## config.mk

```make
export PLATFORM = sky130hd
export DESIGN_NAME = url_percent_codec
export DESIGN_NICKNAME = d
export VERILOG_FILES = /design/src/hw/rtl/upc_pkg.sv /design/src/hw/rtl/upc_queue.sv /design/src/hw/rtl/upc_front.sv /design/src/hw/rtl/upc_back.sv /design/src/hw/rtl/url_percent_codec.sv
export SDC_FILE = /design/constraint.sdc
export NUM_CORES = 1
export LEC_CHECK = 0
export BUFFER_PORTS_ARGS = -buffer_cell sky130_fd_sc_hd__buf_4
export CAP_MARGIN = 20
export CORE_ASPECT_RATIO = 1.1
export CORE_UTILIZATION = 36
export DETAILED_ROUTE_END_ITERATION = 12
export PLACE_DENSITY_LB_ADDON = 0.12
export SYNTH_ARGS = -nofsm -noshare
export SYNTH_HDL_FRONTEND = slang
export SYNTH_SLANG_ARGS = --single-unit
```

## constraint.sdc

```tcl
create_clock -name clock -period 2.4 [get_ports clock]
set_clock_uncertainty 0.05 [all_clocks]
set_input_delay 0.12 -clock clock [delete_from_list [all_inputs] [get_ports clock]]
set_output_delay 0.12 -clock clock [all_outputs]
set_load 0.02 [all_outputs]
```

## src/hw/rtl/upc_pkg.sv

```systemverilog
// shared types, constants and helper functions of the percent codec
package upc_pkg;

   localparam int QueueDepth = 2;

   typedef enum logic [1:0] {
      MODE_FORM   = 2'd0,
      MODE_QUOTE  = 2'd1,
      MODE_DECODE = 2'd2,
      MODE_RAW    = 2'd3
   } mode_type;

   typedef enum logic [1:0] {
      PHASE_IDLE    = 2'd0,
      PHASE_PERCENT = 2'd1,
      PHASE_HIGH    = 2'd2
   } phase_type;

   localparam logic [7:0] CharPercent = 8'h25;
   localparam logic [7:0] CharPlus    = 8'h2B;
   localparam logic [7:0] CharSpace   = 8'h20;
   localparam logic [7:0] CharQuote   = 8'h22;
   localparam logic [7:0] CharApos    = 8'h27;
   localparam logic [7:0] CharStar    = 8'h2A;
   localparam logic [7:0] CharDash    = 8'h2D;
   localparam logic [7:0] CharUnder   = 8'h5F;
   localparam logic [7:0] CharDot     = 8'h2E;

   typedef struct packed {
      logic [7:0] in_byte;
      logic       end_of_string;
   } req_type;

   typedef struct packed {
      logic [7:0] out_byte;
      logic       last_of_run;
      logic       string_done;
      logic       bad_escape;
   } rsp_type;

   // one unit of work for the back end: a single result or a three-byte escape
   typedef struct packed {
      logic       escape;
      logic [7:0] data;
      logic       err;
      logic       done;
   } job_type;

   typedef struct packed {
      logic       valid;
      logic [3:0] value;
   } hex_type;

   function automatic logic [7:0] hex_digit(input logic [3:0] n);
      if (n < 4'd10) begin
         return 8'h30 + {4'd0, n};
      end
      return 8'h57 + {4'd0, n};
   endfunction

   function automatic hex_type hex_value(input logic [7:0] c);
      hex_type h;
      h.valid = 1'b1;
      h.value = c[3:0];
      if (c inside {[8'h30:8'h39]}) begin
         h.value = c[3:0];
      end else if (c inside {[8'h61:8'h66], [8'h41:8'h46]}) begin
         h.value = c[3:0] + 4'd9;
      end else begin
         h.valid = 1'b0;
      end
      return h;
   endfunction

   function automatic logic form_passes(input logic [7:0] c);
      return (c inside {[8'h30:8'h39], [8'h41:8'h5A], [8'h61:8'h7A]}) ||
             (c inside {CharSpace, CharStar, CharDash, CharUnder, CharDot});
   endfunction

endpackage

```

## src/hw/rtl/upc_queue.sv

```systemverilog
// small register queue of jobs between front and back end
module upc_queue #(
   parameter int DEPTH = 2
) (
   input  logic              clock,
   input  logic              reset,
   input  logic              push_valid,
   input  upc_pkg::job_type  push_data,
   output logic              full,
   input  logic              pop,
   output logic              head_valid,
   output upc_pkg::job_type  head_data
);
   import upc_pkg::*;

   localparam int PTR_W = (DEPTH > 1) ? $clog2(DEPTH) : 1;
   localparam int CNT_W = $clog2(DEPTH + 1);

   job_type          entry_ff [DEPTH];
   logic [PTR_W-1:0] wr_ptr_ff, wr_ptr_in;
   logic [PTR_W-1:0] rd_ptr_ff, rd_ptr_in;
   logic [CNT_W-1:0] count_ff, count_in;
   logic             do_push, do_pop;

   assign full       = (count_ff == CNT_W'(DEPTH));
   assign head_valid = (count_ff != '0);
   assign head_data  = entry_ff[rd_ptr_ff];
   assign do_push    = push_valid && !full;
   assign do_pop     = pop && head_valid;

   always_comb begin
      wr_ptr_in = wr_ptr_ff;
      rd_ptr_in = rd_ptr_ff;
      if (do_push) begin
         wr_ptr_in = (wr_ptr_ff == PTR_W'(DEPTH - 1)) ? '0 : wr_ptr_ff + PTR_W'(1);
      end
      if (do_pop) begin
         rd_ptr_in = (rd_ptr_ff == PTR_W'(DEPTH - 1)) ? '0 : rd_ptr_ff + PTR_W'(1);
      end
      count_in = count_ff + CNT_W'(do_push) - CNT_W'(do_pop);
   end

   always_ff @(posedge clock) begin
      if (reset) begin
         wr_ptr_ff <= '0;
         rd_ptr_ff <= '0;
         count_ff  <= '0;
      end else begin
         wr_ptr_ff <= wr_ptr_in;
         rd_ptr_ff <= rd_ptr_in;
         count_ff  <= count_in;
      end
   end

   always_ff @(posedge clock) begin
      if (do_push) begin
         entry_ff[wr_ptr_ff] <= push_data;
      end
   end

endmodule

```

## src/hw/rtl/upc_front.sv

```systemverilog
// front end: mode register, decode escape tracking and job classification
module upc_front (
   input  logic              clock,
   input  logic              reset,
   input  logic              csr_wr_en,
   input  logic [1:0]        csr_wr_data,
   input  logic              accept,
   input  upc_pkg::req_type  req,
   output logic              job_valid,
   output upc_pkg::job_type  job
);
   import upc_pkg::*;

   mode_type   mode_ff;
   phase_type  phase_ff, phase_in;
   logic [3:0] high_ff, high_in;
   hex_type    hex;
   logic [7:0] c;
   logic       last;

   assign c    = req.in_byte;
   assign last = req.end_of_string;
   assign hex  = hex_value(c);

   // next escape state
   always_comb begin
      phase_in = phase_ff;
      high_in  = high_ff;
      if (mode_ff == MODE_DECODE) begin
         case (phase_ff)
            PHASE_IDLE: begin
               if (c == CharPercent) begin
                  phase_in = PHASE_PERCENT;
               end
            end
            PHASE_PERCENT: begin
               if (hex.valid) begin
                  high_in  = hex.value;
                  phase_in = PHASE_HIGH;
               end else begin
                  phase_in = PHASE_IDLE;
               end
            end
            default: phase_in = PHASE_IDLE;
         endcase
         if (last) begin
            phase_in = PHASE_IDLE;
            high_in  = 4'd0;
         end
      end
   end

   // job produced by the current byte
   always_comb begin
      job_valid  = accept;
      job.escape = 1'b0;
      job.data   = c;
      job.err    = 1'b0;
      job.done   = last;
      case (mode_ff)
         MODE_FORM: begin
            if (c == CharSpace) begin
               job.data = CharPlus;
            end else if (!form_passes(c)) begin
               job.escape = 1'b1;
            end
         end
         MODE_QUOTE: begin
            if (c inside {CharPercent, CharQuote, CharApos}) begin
               job.escape = 1'b1;
            end
         end
         MODE_DECODE: begin
            case (phase_ff)
               PHASE_IDLE: begin
                  if (c == CharPlus) begin
                     job.data = CharSpace;
                  end else if (c == CharPercent) begin
                     job_valid = 1'b0;
                  end
               end
               PHASE_PERCENT: begin
                  if (hex.valid) begin
                     job_valid = 1'b0;
                  end else begin
                     job.err  = 1'b1;
                     job.data = 8'd0;
                  end
               end
               default: begin
                  if (hex.valid) begin
                     job.data = {high_ff, hex.value};
                  end else begin
                     job.err  = 1'b1;
                     job.data = 8'd0;
                  end
               end
            endcase
            // a string that ends inside an escape still reports
            if (accept && last && !job_valid) begin
               job_valid = 1'b1;
               job.err   = 1'b1;
               job.data  = 8'd0;
            end
         end
         default: begin
         end
      endcase
   end

   always_ff @(posedge clock) begin
      if (reset) begin
         mode_ff  <= MODE_FORM;
         phase_ff <= PHASE_IDLE;
         high_ff  <= 4'd0;
      end else if (csr_wr_en) begin
         mode_ff  <= mode_type'(csr_wr_data);
         phase_ff <= PHASE_IDLE;
         high_ff  <= 4'd0;
      end else if (accept) begin
         phase_ff <= phase_in;
         high_ff  <= high_in;
      end
   end

endmodule

```

## src/hw/rtl/upc_back.sv

```systemverilog
// back end: expands jobs into result bytes behind an output register
module upc_back (
   input  logic              clock,
   input  logic              reset,
   input  logic              head_valid,
   input  upc_pkg::job_type  head_data,
   output logic              pop,
   output logic              rsp_valid,
   input  logic              rsp_ready,
   output upc_pkg::rsp_type  rsp_payload
);
   import upc_pkg::*;

   localparam logic [1:0] SlotPercent = 2'd0;
   localparam logic [1:0] SlotHigh    = 2'd1;
   localparam logic [1:0] SlotLow     = 2'd2;

   logic [1:0] slot_ff, slot_in;
   logic       rsp_valid_ff, rsp_valid_in;
   rsp_type    rsp_ff, rsp_in;
   logic       load, fire, final_slot;

   assign load       = !rsp_valid_ff || rsp_ready;
   assign fire       = head_valid && load;
   assign final_slot = !head_data.escape || (slot_ff == SlotLow);
   assign pop        = fire && final_slot;

   always_comb begin
      rsp_in.out_byte    = head_data.data;
      rsp_in.last_of_run = final_slot;
      rsp_in.string_done = final_slot && head_data.done;
      rsp_in.bad_escape  = head_data.err;
      if (head_data.escape) begin
         case (slot_ff)
            SlotPercent: rsp_in.out_byte = CharPercent;
            SlotHigh:    rsp_in.out_byte = hex_digit(head_data.data[7:4]);
            default:     rsp_in.out_byte = hex_digit(head_data.data[3:0]);
         endcase
      end
      slot_in = slot_ff;
      if (fire) begin
         slot_in = final_slot ? SlotPercent : slot_ff + 2'd1;
      end
      rsp_valid_in = fire ? 1'b1 : (load ? 1'b0 : rsp_valid_ff);
   end

   always_ff @(posedge clock) begin
      if (reset) begin
         slot_ff      <= SlotPercent;
         rsp_valid_ff <= 1'b0;
      end else begin
         slot_ff      <= slot_in;
         rsp_valid_ff <= rsp_valid_in;
      end
   end

   always_ff @(posedge clock) begin
      if (fire) begin
         rsp_ff <= rsp_in;
      end
   end

   assign rsp_valid   = rsp_valid_ff;
   assign rsp_payload = rsp_ff;

endmodule

```

## src/hw/rtl/url_percent_codec.sv

```systemverilog
// top level of the form-style percent escaping codec
// One byte enters per transfer on the req channel; zero to three result bytes
// leave on the rsp channel, one per transfer. Mode (csr, reset 0): 0 form
// encode, 1 quote escape, 2 decode, 3 pass-through; a mode write also clears
// the decode escape state. A byte that yields one result leaves as one byte,
// an escaped byte as three; the rsp port sends one byte per cycle while
// rsp_ready is high, and the front end keeps accepting bytes into a
// QUEUE_DEPTH-entry job queue while the back end drains. In decode mode a
// '%' and the first hex digit yield nothing; the result follows the second
// digit. Bad hex digits and strings ending mid-escape yield a result with
// bad_escape set and out_byte 0. last_of_run marks the last result of a
// byte, string_done the last result of a byte marked end_of_string.
module url_percent_codec #(
   parameter int QUEUE_DEPTH = upc_pkg::QueueDepth
) (
   input  logic              clock,
   input  logic              reset,
   // configuration
   input  logic              csr_wr_en,
   input  logic [1:0]        csr_wr_data,
   // input bytes
   input  logic              req_valid,
   output logic              req_ready,
   input  upc_pkg::req_type  req_payload,
   // result bytes
   output logic              rsp_valid,
   input  logic              rsp_ready,
   output upc_pkg::rsp_type  rsp_payload
);
   import upc_pkg::*;

   logic    accept;
   logic    job_valid;
   job_type job;
   logic    queue_full;
   logic    head_valid;
   job_type head_data;
   logic    pop;

   // a byte is taken whenever the queue has room, even if it yields no job
   assign req_ready = !queue_full;
   assign accept    = req_valid && req_ready;

   // front end: classify each byte and track decode escapes
   upc_front u_front (
      .clock       (clock),
      .reset       (reset),
      .csr_wr_en   (csr_wr_en),
      .csr_wr_data (csr_wr_data),
      .accept      (accept),
      .req         (req_payload),
      .job_valid   (job_valid),
      .job         (job)
   );

   // decouples byte intake from result expansion
   upc_queue #(
      .DEPTH (QUEUE_DEPTH)
   ) u_queue (
      .clock      (clock),
      .reset      (reset),
      .push_valid (job_valid),
      .push_data  (job),
      .full       (queue_full),
      .pop        (pop),
      .head_valid (head_valid),
      .head_data  (head_data)
   );

   // back end: one or three result bytes per job, registered output
   upc_back u_back (
      .clock       (clock),
      .reset       (reset),
      .head_valid  (head_valid),
      .head_data   (head_data),
      .pop         (pop),
      .rsp_valid   (rsp_valid),
      .rsp_ready   (rsp_ready),
      .rsp_payload (rsp_payload)
   );

endmodule

```

==> impl_metrics.py, run 1 <==
metrics = {
    "clock_tree": {
        "clk_path_buf_depth": 2,
        "clkTransAtPathRegs_ns": 0.08,
        "cts_tree": "done",
        "cts_setup_buffers": 0,
        "holdBufCountCts": 0,
        "cts.htree.levels": 2,
        "clkLatencyLatePin_ns": 0.29,
        "cts_buffers": 5,
        "cts.repair.resized": 0,
        "root_buffer": "clkbuf_8",
        "clock-sinks": 49,
    },
    "routing": {
        "drt-pass1-iter-count": 4,
        "wl_met1_um": 2603,
        "drt_iter0_drc": 45,
        "via_per_inst": 5.156,
        "vias": 2114,
        "drcViolationCount": 0,
        "post_drt_wl_per_cell_um": 13.99,
        "drt-total-wl_um": 5735,
        "top_layer_used": "met4",
        "route.met3.wl_um": 89,
        "wl_met2_um": 2895,
        "postRouteAntennaNets": 0,
    },
    "worst_setup_path": {
        "crit_chain": "buf_4 -> mux2i_1 -> ha_1 -> nor2_1 -> o2bb2ai_1 -> a22oi_1 -> o22ai_1",
        "cp.arrival_ns": 2.22,
        "reg2reg_slack_ns": 0.27,
        "path_delay_family": "flip-flops",
        "startpoint_type": "flip-flop",
        "path_class": "flip-flop to flip-flop",
        "r2r_cells": 7,
        "cp.required_ns": 2.49,
        "slowest_delay_ns": 0.52,
        "cp_max_fo": 9,
        "rr_endpoint": "u_back.rsp_payload[4]",
        "critical_path_buf_inv_count": 1,
        "slowest_stage": "dfxtp_1",
        "end_kind": "flip-flop",
    },
    "hold_path": {
        "hold_end": "u_front.mode_ff[1]",
        "hold_path_depth": 3,
        "hp-start": "csr_wr_data[1]",
        "worstHoldPathType": "primary input to flip-flop",
    },
    "timing": {
        "setup_viol": 0,
        "timing.final.crit_share_pct": 88.85,
        "tns_ns": 0,
        "slew_headroom_pct": 64.40,
        "rsz0062_at_grt": "false",
        "min_period_ns": 2.132,
        "max_freq_mhz": 469.0,
        "tightest_slew_ns": 0.5273,
        "drv_slew": 0,
        "setup_slack_ns": 0.2676,
        "finalHoldViolCount": 0,
    },
    "cells_and_area": {
        "multi_input_area_um2": 1403,
        "num_antenna_cells": 0,
        "regArea_um2": 1311,
        "area.growth.synth_to_final_pct": 16.38,
        "drive_gt1_share_pct": 22.30,
        "fin_nets": 331,
        "nFillCells": 735,
        "final_area_um2": 3316,
    },
    "global_routing": {
        "overflow": 0,
        "grt_antenna_before_repair": 0,
        "grt_max_degree": 16,
        "grt.total_usage_pct": 14.90,
        "grt_pass1_vias": 1973,
        "grt_pass1_wl_um": 9459,
    },
    "placement": {
        "io_buffers": 28,
        "post-place-ws_ns": 0.1278,
        "postPlaceCellArea_um2": 3208,
        "gp_congestion": 0.9321,
        "dpl.hpwl_um": 4489,
    },
    "power_and_ir_drop": {
        "power_frac_comb_pct": 38.8,
        "seqPwrFrac_pct": 41.9,
        "p_leak_uw": 0.001207,
        "switching_share_pct": 33.20,
        "p_sw_uw": 958.6,
        "clkPwrFrac_pct": 19.3,
        "p_int_uw": 1929,
        "vdd_drop_max_mv": 0.3085,
        "power.density_nw_per_um2": 870.9,
    },
    "floorplan": {
        "die_h_um": 95.30,
        "pin_count": 29,
        "die_x_um": 86.82,
        "core_area_um2": 7556,
        "start_util_pct": 37.70,
        "die_area_um2": 8274,
        "fp-row-count": 33,
    },
    "yosys": {
        "async_reset_ff_share_pct": 0,
        "synth_ff_type": "edfxtp_1",
        "yosysSeqAreaShare_pct": 46.03,
        "synthCells": 271,
        "yosys_warnings": 0,
        "ys_ff_latch": 49,
        "syn-num-nets": 298,
        "syn_avg_cell_area_um2": 10.51,
        "synth_edf_count": 33,
        "syn_area_um2": 2849,
        "ys_types": 62,
    },
    "flow_run": {
        "drv_cap": 0,
    },
    "status": {
        "status": "complete, no violations",
    },
}
==> synthesized netlist by cell type (3+ instances only) <==
cell type  count  area share, %
mux2i_1       14            4.9
nand3_1        6            1.1
a22o_1         5            1.5
a31oi_1        3           0.66
a21oi_1       15            2.6
dfxtp_1       16             11
ha_1          11            4.8
a211oi_1       5            1.3
nor2b_1        3           0.66
clkbuf_1       5           0.66
nand2_1       17            2.2
nor3_1         7            1.2
mux2_2         3            1.2
o2bb2ai_1      4            1.2
nor2_1        29            3.8
buf_6          5            2.0
and2_1         3           0.66
xnor2_1        4            1.2
edfxtp_1      33             35
o21ai_0        7            1.2
nand2b_1       5            1.1
inv_1         12            1.6
a221oi_1       4            1.2
nor4_1         3           0.66
==> worst min-delay path, stage by stage <==
cell and delay, ns:
buf_4 0.08, mux2i_1 0.05, nor2_1 0.07
==> state kept, by name, indices dropped and copies added (netlist names), named ones only <==
name	flops
u_back.rsp_payload	11
u_back.rsp_valid	1
u_back.slot_ff	2
u_front.high_ff	4
u_front.mode_ff	2
u_front.phase_ff	2
u_queue.count_ff	2
u_queue.entry_ff	22
u_queue.rd_ptr_ff	1
u_queue.wr_ptr_ff	1
==> how the worst max path moves through the flow <==
stage / slack (ns) / start / endpoint / depth (start not counted)
finish: 0.27 / flip-flop / u_back.rsp_payload[4] / 7
CTS: 0.23 / flip-flop / u_back.rsp_payload[4] / 7
floorplan: 0.16 / req_payload[1] / u_queue.entry_ff[0][9] / 9
global placement: 0.18 / req_payload[2] / u_queue.entry_ff[0][9] / 8
global route: 0.05 / flip-flop / u_queue.count_ff[1] / 9
detailed placement: 0.13 / req_payload[2] / u_queue.entry_ff[0][9] / 8
==> power by group through the flow <==
stage | Combinational [uW] | Sequential, uW | Clock (uW)
after floorplan | 686 | 1320 | 0
after global placement | 1130 | 1230 | 0
after detailed placement | 1130 | 1230 | 0
after CTS | 1130 | 1210 | 588
after global routing | 1250 | 1230 | 612
final | 1120 | 1210 | 557
==> layout make-up <==
class | instances | share of cell area [%]
clock inverters | 2 | 1.057
flip-flops and latches | 49 | 39.55
well taps | 105 | 3.962
inverters | 12 | 1.358
multi-input cells | 197 | 42.30
clock buffers | 6 | 2.189
repair buffers | 39 | 9.585
==> per-stage QoR <==
stage                     power, uW  utilization (%)  cells  hold WS (ns)
after floorplan                2002                -    271        0.1689
after global placement         2358            42.46    402        0.3127
after detailed placement       2361            42.46    402        0.3207
after CTS                      2935            43.88    410      0.009819
after global routing           3093            43.88    410       0.01927
final                          2888            43.88    410       0.02153
==> layout by cell type, fill, tap and decap left out, types with 3 or more instances in the layout <==
cell and n:
a221oi_1 4, edfxtp_1 33, buf_4 37, nor4_1 3, nand2_1 17, a31oi_1 3
xnor2_1 4, inv_1 12, nor2_1 29, mux2_2 3, o2bb2ai_1 4, and2_1 3
nand2b_1 5, a211oi_1 5, clkbuf_8 5, a21oi_1 15, dfxtp_1 16, nand3_1 6
a22o_1 5, o21ai_0 7, nor3_1 7, ha_1 11, mux2i_1 14, nor2b_1 3
==> metal layers <==
layer  vias to the layer above  GRT usage [%]
li1                       1088              -
met1                       984          16.94
met2                        32          27.03
met3                        10          2.597
met4                         0          6.944
met5                         -              0
==> cell families (layout without fill, tap and decap cells) <==
family / count (synthesis) / in the layout / synth area share, %
xor gates and xnor gates: 5 / 5 / 1.537
AOI/OAI and AO/OA: 70 / 70 / 18.53
muxes: 17 / 17 / 6.104
and+or+nand+nor: 94 / 94 / 18.23
adders and majority gates: 11 / 11 / 4.831
DFF: 49 / 49 / 46.03
buffers and inverters: 25 / 59 / 4.743
(Power assumes the default switching activity.)
==> inputs of run 2 (changes only) <==
--- a/config.mk
+++ b/config.mk
@@ -8,9 +8,10 @@
 export BUFFER_PORTS_ARGS = -buffer_cell sky130_fd_sc_hd__buf_4
 export CAP_MARGIN = 20
 export CORE_ASPECT_RATIO = 1.1
-export CORE_UTILIZATION = 36
+export CORE_UTILIZATION = 40
 export DETAILED_ROUTE_END_ITERATION = 12
 export PLACE_DENSITY_LB_ADDON = 0.12
+export SETUP_SLACK_MARGIN = 0.1
 export SYNTH_ARGS = -nofsm -noshare
 export SYNTH_HDL_FRONTEND = slang
 export SYNTH_SLANG_ARGS = --single-unit
==> constraint.sdc (replaced) <==
create_clock -name clock -period 1.9 [get_ports clock]
set_clock_uncertainty 0.05 [all_clocks]
set_input_delay 0.095 -clock clock [delete_from_list [all_inputs] [get_ports clock]]
set_output_delay 0.095 -clock clock [all_outputs]
set_load 0.02 [all_outputs]
==> run 2 against run 1 <==
Sequential power is 29% higher. Non-clock buffer count up 53. Design area up 21%. Register-to-register slack worse by 0.22 ns. Largest cell class unchanged. Largest power group is now combinational cells.
==> impl_metrics.py, run 2 (synthesis results as in run 1) <==
metrics = {
    "worst_setup_path": {
        "slowest_stage": "dfxtp_4",
        "end_kind": "flip-flop",
        "rr_endpoint": "u_queue.count_ff[1]",
        "critical_path_buf_inv_count": 1,
        "reg2reg_slack_ns": 0.04,
        "cp.required_ns": 2.04,
        "cp_max_fo": 4,
        "path_class": "flip-flop to flip-flop",
        "slowest_delay_ns": 0.42,
        "path_delay_family": "flip-flops",
        "r2r_cells": 9,
        "cp.arrival_ns": 2.00,
        "crit_chain": "mux2i_4 -> nor2_4 -> nor2_2 -> ha_1 -> inv_1 -> ha_2 -> xor2_1 -> xnor2_1 -> nor2_1",
        "startpoint_type": "flip-flop",
    },
    "floorplan": {
        "core_area_um2": 6749,
        "die_h_um": 90.52,
        "die_x_um": 82.47,
        "fp-row-count": 31,
        "die_area_um2": 7464,
        "pin_count": 29,
        "start_util_pct": 42.21,
    },
    "placement": {
        "dpl.cell_count": 414,
        "io_buffers": 28,
        "gp_congestion": 0.8973,
        "dpl.hpwl_um": 4842,
        "post-place-ws_ns": -0.1346,
    },
    "timing": {
        "finalHoldViolCount": 0,
        "tightest_slew_ns": 0.4788,
        "drv_slew": 0,
        "min_period_ns": 1.857,
        "timing.final.crit_share_pct": 97.74,
        "setup_viol": 0,
        "rsz0062_at_grt": "true",
        "max_freq_mhz": 538.5,
        "setup_slack_ns": 0.04297,
        "slew_headroom_pct": 67.96,
    },
    "cells_and_area": {
        "top_register": "u_queue.entry_ff",
        "largest_reg_flops": 22,
        "final_cells": 441,
        "area.growth.synth_to_final_pct": 41.06,
        "final_core_util_pct": 59.55,
        "final_common_cell": "buf_4",
        "most-common-layout-cells": "81 x buf_4, 33 x edfxtp_1, 26 x nor2_1",
        "drive_gt1_share_pct": 44.01,
        "num_antenna_cells": 0,
        "fin_nets": 385,
    },
    "routing": {
        "post_drt_wl_per_cell_um": 15.08,
        "postRouteAntennaNets": 0,
        "drt-total-wl_um": 6651,
        "vias": 2400,
        "via_per_inst": 5.442,
        "drcViolationCount": 0,
        "drt_iter0_drc": 52,
        "drt-pass1-iter-count": 4,
    },
    "clock_tree": {
        "clk_path_buf_depth": 2,
        "clock-sinks": 49,
        "clkTransAtPathRegs_ns": 0.09,
        "cts_tree": "done",
        "root_buffer": "clkbuf_8",
        "cts_buffers": 5,
        "clkLatencyLatePin_ns": 0.30,
        "cts.htree.levels": 2,
    },
    "global_routing": {
        "grt_pass1_wl_um": 10270,
        "grt.total_usage_pct": 17.93,
        "grt_antenna_before_repair": 0,
        "overflow": 0,
        "grt_max_degree": 16,
        "grt_pass1_vias": 2322,
    },
    "hold_path": {
        "hp-start": "csr_wr_en",
        "hold_path_depth": 3,
        "worstHoldPathType": "primary input to flip-flop",
        "hold_end": "u_front.phase_ff[1]",
    },
    "status": {
        "status": "complete, no violations",
    },
    "flow_run": {
        "drv_cap": 0,
    },
    "power_and_ir_drop": {
        "p_leak_uw": 0.001526,
        "power.density_nw_per_um2": 1110,
        "vdd_drop_max_mv": 0.8500,
    },
}
## run 2: cell count changes in the layout (fill, tap and decap cells not counted), moves of 4 or more
cell           delta
dlygate4sd3_1     +7
ha_1              -5
dfxtp_1           -4
mux2i_4           +6
buf_4            +44
mux2i_1           -7
## run 2: worst max-delay path by stage
| stage | to | slack, ns | cells past startpoint |
|---|---|---|---|
| after floorplan | u_queue.entry_ff[0][9] | -0.09 | 9 |
| after global placement | u_queue.count_ff[1] | -0.1 | 11 |
| after detailed placement | u_queue.count_ff[1] | -0.13 | 11 |
| after CTS | u_queue.count_ff[1] | 0.06 | 9 |
| after global routing | u_queue.count_ff[1] | -0.09 | 9 |
| final | u_queue.count_ff[1] | 0.04 | 9 |
## run 2: metrics by stage
step	setup TNS, ns	power [uW]	instance area [um2]	hold slack (ns)
finish	0	4462	4019	0.09494
global route	-0.09185	4728	4019	0.1025
CTS	0	4205	3832	-0.02963
detailed placement	-1.877	3257	3551	0.2974
global placement	-0.9791	3232	3551	0.2910
floorplan	-0.8926	2653	3007	0.1439
## run 2: cell type report
| class | instances | area [um2] |
|---|---|---|
| Fill cell | 573 | 2730 |
| Multi-Input combinational cell | 198 | 1658 |
| Sequential cell | 49 | 1319 |
| Timing Repair Buffer | 92 | 745.7 |
| Tap cell | 82 | 102.6 |
| Clock buffer | 5 | 68.82 |
| Clock inverter | 3 | 65.06 |
| Inverter | 12 | 60.06 |
## run 2: routing by layer
layer / wire length [um] / part of all wire [%] / vias to the layer above / track usage (%)
met1: 2721 / 41 / 1118 / 20.00
met5: 0 / 0 / - / 0
met4: 293 / 4.4 / 0 / 10.53
met3: 182 / 2.7 / 23 / 2.626
met2: 3454 / 52 / 61 / 31.20
li1: - / - / 1198 / -
## run 2: repair_timing
| item | 4_1_cts | 5_1_grt |
|---|---|---|
| endpoints found under the setup margin | 6 | 28 |
| hold endpoints to repair | 11 | 6 |
| hold buffers | 6 | 1 |
| gates resized for setup | 13 | 23 |
| gates cloned | 0 | 2 |
| pin swaps | 6 | 13 |
| setup buffers | 6 | 4 |
## run 2: where the power goes
| group | total [uW] | leakage (uW) | internal, uW | switching (uW) |
|---|---|---|---|---|
| Combinational | 2050 | 0.00101 | 1030 | 1020 |
| Clock | 856 | 0.0000681 | 523 | 333 |
| Sequential | 1560 | 0.000443 | 1440 | 119 |
## run 2: tightest hold or removal path: cells and delay by family
kind	cells	cell delay (ns)
buffers and inverters	1	0.10
AO/OA/AOI/OAI	1	0.05
AND/OR/NAND/NOR	1	0.15
==> inputs of run 3 (changes only) <==
--- a/config.mk
+++ b/config.mk
@@ -5,6 +5,7 @@
 export SDC_FILE = /design/constraint.sdc
 export NUM_CORES = 1
 export LEC_CHECK = 0
+export ABC_AREA = 1
 export BUFFER_PORTS_ARGS = -buffer_cell sky130_fd_sc_hd__buf_4
 export CAP_MARGIN = 20
 export CORE_ASPECT_RATIO = 1.1
==> run 3 against run 2 <==
Area after synthesis grew 1.5%. Largest cell class unchanged. Count of clock-buffer cells in the layout stayed put. Register-to-register slack improved by 0.09 ns. Flip-flop and latch count stayed put. Combinational power about the same. Worst setup slack improved by 0.089 ns.
==> impl_metrics.py, run 3 <==
metrics = {
    "yosys": {
        "yosysTopAreaCellShare_pct": 34.27,
        "synthMostInstantiatedCell": "nand2_1",
        "syn_area_um2": 2892,
        "yosysSeqAreaShare_pct": 45.35,
        "synth_common_cells": "86 x nand2_1, 44 x inv_1, 33 x edfxtp_1",
        "syn_avg_cell_area_um2": 8.032,
        "yosys.area.top_type": "edfxtp_1",
        "synth_compound_area_share_pct": 12.51,
        "synthTopCellsByArea": "edfxtp_1 34%, nand2_1 11%, dfxtp_1 11%",
        "synth_ff_type": "edfxtp_1",
        "synth_top_family_by_area": "simple AND/OR/NAND/NOR gates",
        "synthXorXnorAreaFrac_pct": 1.212,
        "syn-num-nets": 387,
        "ys_types": 38,
        "yosys_warnings": 0,
        "synth-simple-area-share_pct": 27.87,
        "ys_ff_latch": 49,
        "async_reset_ff_share_pct": 0,
        "synth.area.mux_share_pct": 0.3462,
        "synthAdderAreaFrac_pct": 4.760,
        "synthCells": 360,
        "synth_edf_count": 33,
    },
    "floorplan": {
        "die_area_um2": 7573,
        "start_util_pct": 41.27,
        "fp-row-count": 32,
        "pin_count": 29,
        "die_h_um": 91.17,
        "core_area_um2": 7007,
        "die_x_um": 83.07,
    },
    "timing": {
        "tightest_slew_ns": 0.5003,
        "setup_viol": 0,
        "tns_ns": 0,
        "finalHoldViolCount": 0,
        "slew_headroom_pct": 66.61,
        "max_freq_mhz": 565.6,
        "drv_slew": 0,
        "min_period_ns": 1.768,
        "setup_slack_ns": 0.1319,
        "timing.final.crit_share_pct": 93.06,
        "rsz0062_at_grt": "true",
    },
    "routing": {
        "drcViolationCount": 0,
        "drt_iter0_drc": 105,
        "via_per_inst": 5.029,
        "vias": 2580,
        "postRouteAntennaNets": 0,
        "drt-total-wl_um": 6596,
        "post_drt_wl_per_cell_um": 12.86,
        "drt-pass1-iter-count": 4,
    },
    "power_and_ir_drop": {
        "p_leak_uw": 0.001553,
        "vdd_drop_max_mv": 0.5920,
        "power.density_nw_per_um2": 1154,
    },
    "hold_path": {
        "worstHoldPathType": "primary input to flip-flop",
    },
    "worst_setup_path": {
        "slowest_stage": "dfxtp_4",
        "slowest_delay_ns": 0.40,
        "end_kind": "flip-flop",
        "crit_chain": "inv_4 -> or2_4 -> o21ai_4 -> nor2_4 -> nor2_4 -> ha_4 -> inv_2 -> ha_4 -> xor2_2 -> o21ai_1 -> a21oi_1",
        "path_class": "flip-flop to flip-flop",
        "startpoint_type": "flip-flop",
        "cp.required_ns": 2.09,
        "cp_max_fo": 4,
        "cp.arrival_ns": 1.96,
    },
    "clock_tree": {
        "root_buffer": "clkbuf_8",
        "cts.htree.levels": 2,
        "clkLatencyLatePin_ns": 0.30,
        "cts_tree": "done",
        "clock-sinks": 49,
        "clk_path_buf_depth": 2,
        "cts_buffers": 5,
        "clkTransAtPathRegs_ns": 0.10,
    },
    "placement": {
        "post-place-ws_ns": 0.009515,
        "postPlaceCellArea_um2": 3405,
        "io_buffers": 28,
        "gp_congestion": 0.9746,
        "dpl.hpwl_um": 5179,
    },
    "global_routing": {
        "grt_antenna_before_repair": 0,
        "grt_max_degree": 18,
        "grt_pass1_wl_um": 10720,
        "grt_pass1_vias": 2400,
        "grt.total_usage_pct": 17.89,
        "overflow": 0,
    },
    "cells_and_area": {
        "most-common-layout-cells": "84 x nand2_1, 58 x buf_4, 38 x inv_1",
        "final_common_cell": "nand2_1",
        "num_antenna_cells": 0,
        "fin_nets": 454,
        "final_area_um2": 3674,
        "top_register": "u_queue.entry_ff",
        "nFillCells": 680,
        "area.growth.synth_to_final_pct": 27.04,
        "drive_gt1_share_pct": 26.64,
        "final_core_util_pct": 52.43,
        "largest_reg_flops": 22,
    },
    "status": {
        "status": "complete, no violations",
    },
    "flow_run": {
        "drv_cap": 0,
    },
}
==> run 3: logic make-up (layout without fill, tap and decap cells) <==
group	count (synthesis)	after routing
fa+ha+maj	11	11
flops	49	49
compound gates	63	63
simple gates	179	179
mux	1	1
buf+inv	53	121
xor+xnor	4	4
==> run 3: path summary, 6_finish.rpt <==
kind / from / end / slack [ns] / depth (start not counted)
max reg2reg: flip-flop / u_queue.count_ff[1] / 0.13 / 11
min: csr_wr_en / u_front.mode_ff[0] / 0.03 / 3
max: flip-flop / u_queue.count_ff[1] / 0.13 / 11
min reg2reg: u_queue.rd_ptr_ff / u_queue.rd_ptr_ff / 0.41 / 1
==> run 3: final cells by class <==
class | instances | area, um2 | area share, %
Multi-Input combinational cell | 258 | 1431 | 38.96
Sequential cell | 49 | 1316 | 35.83
Timing Repair Buffer | 65 | 536.8 | 14.61
Inverter | 48 | 187.7 | 5.109
Tap cell | 85 | 106.4 | 2.895
Clock buffer | 5 | 68.82 | 1.873
Clock inverter | 3 | 26.28 | 0.7153
==> run 3: metrics by stage <==
| step | cells | hold slack (ns) | power (uW) |
|---|---|---|---|
| 2_1_floorplan | 360 | 0.1141 | 2714 |
| 6_report | 513 | 0.02972 | 4240 |
| 4_1_cts | 507 | 0.01682 | 4110 |
| 3_3_place_gp | 493 | 0.2506 | 3324 |
| 3_5_place_dp | 493 | 0.2557 | 3350 |
| 5_1_grt | 513 | 0.02694 | 4543 |
==> run 3: layer usage <==
metal	routed length, um	global-route usage (%)
met4	154	7.902
met1	2734	19.43
met5	0	0
met2	3455	33.61
met3	251	3.182
==> run 3: where the power goes <==
group / leakage (uW) / internal [uW] / total, uW / switching [uW]
combinational: 0.00107 / 889 / 2030 / 1140
sequential: 0.000446 / 1470 / 1570 / 98.6
clock: 0.0000423 / 268 / 639 / 371
==> run 3: what timing repair did <==
action,in CTS,in global routing
cloned,0,0
pin swaps,6,11
setup endpoints to repair,1,4
hold endpoints to repair,5,0
setup buffers,3,6
hold buffers,3,0
gates resized for setup,9,13
==> run 3: critical path, delay by kind of cell, from the launching register on <==
kind,cells,cell delay (ns)
simple gates,3,0.41
compound gates,3,0.26
xor+xnor,1,0.15
buf+inv,2,0.11
flops,1,0.40
fa+ha+maj,2,0.32
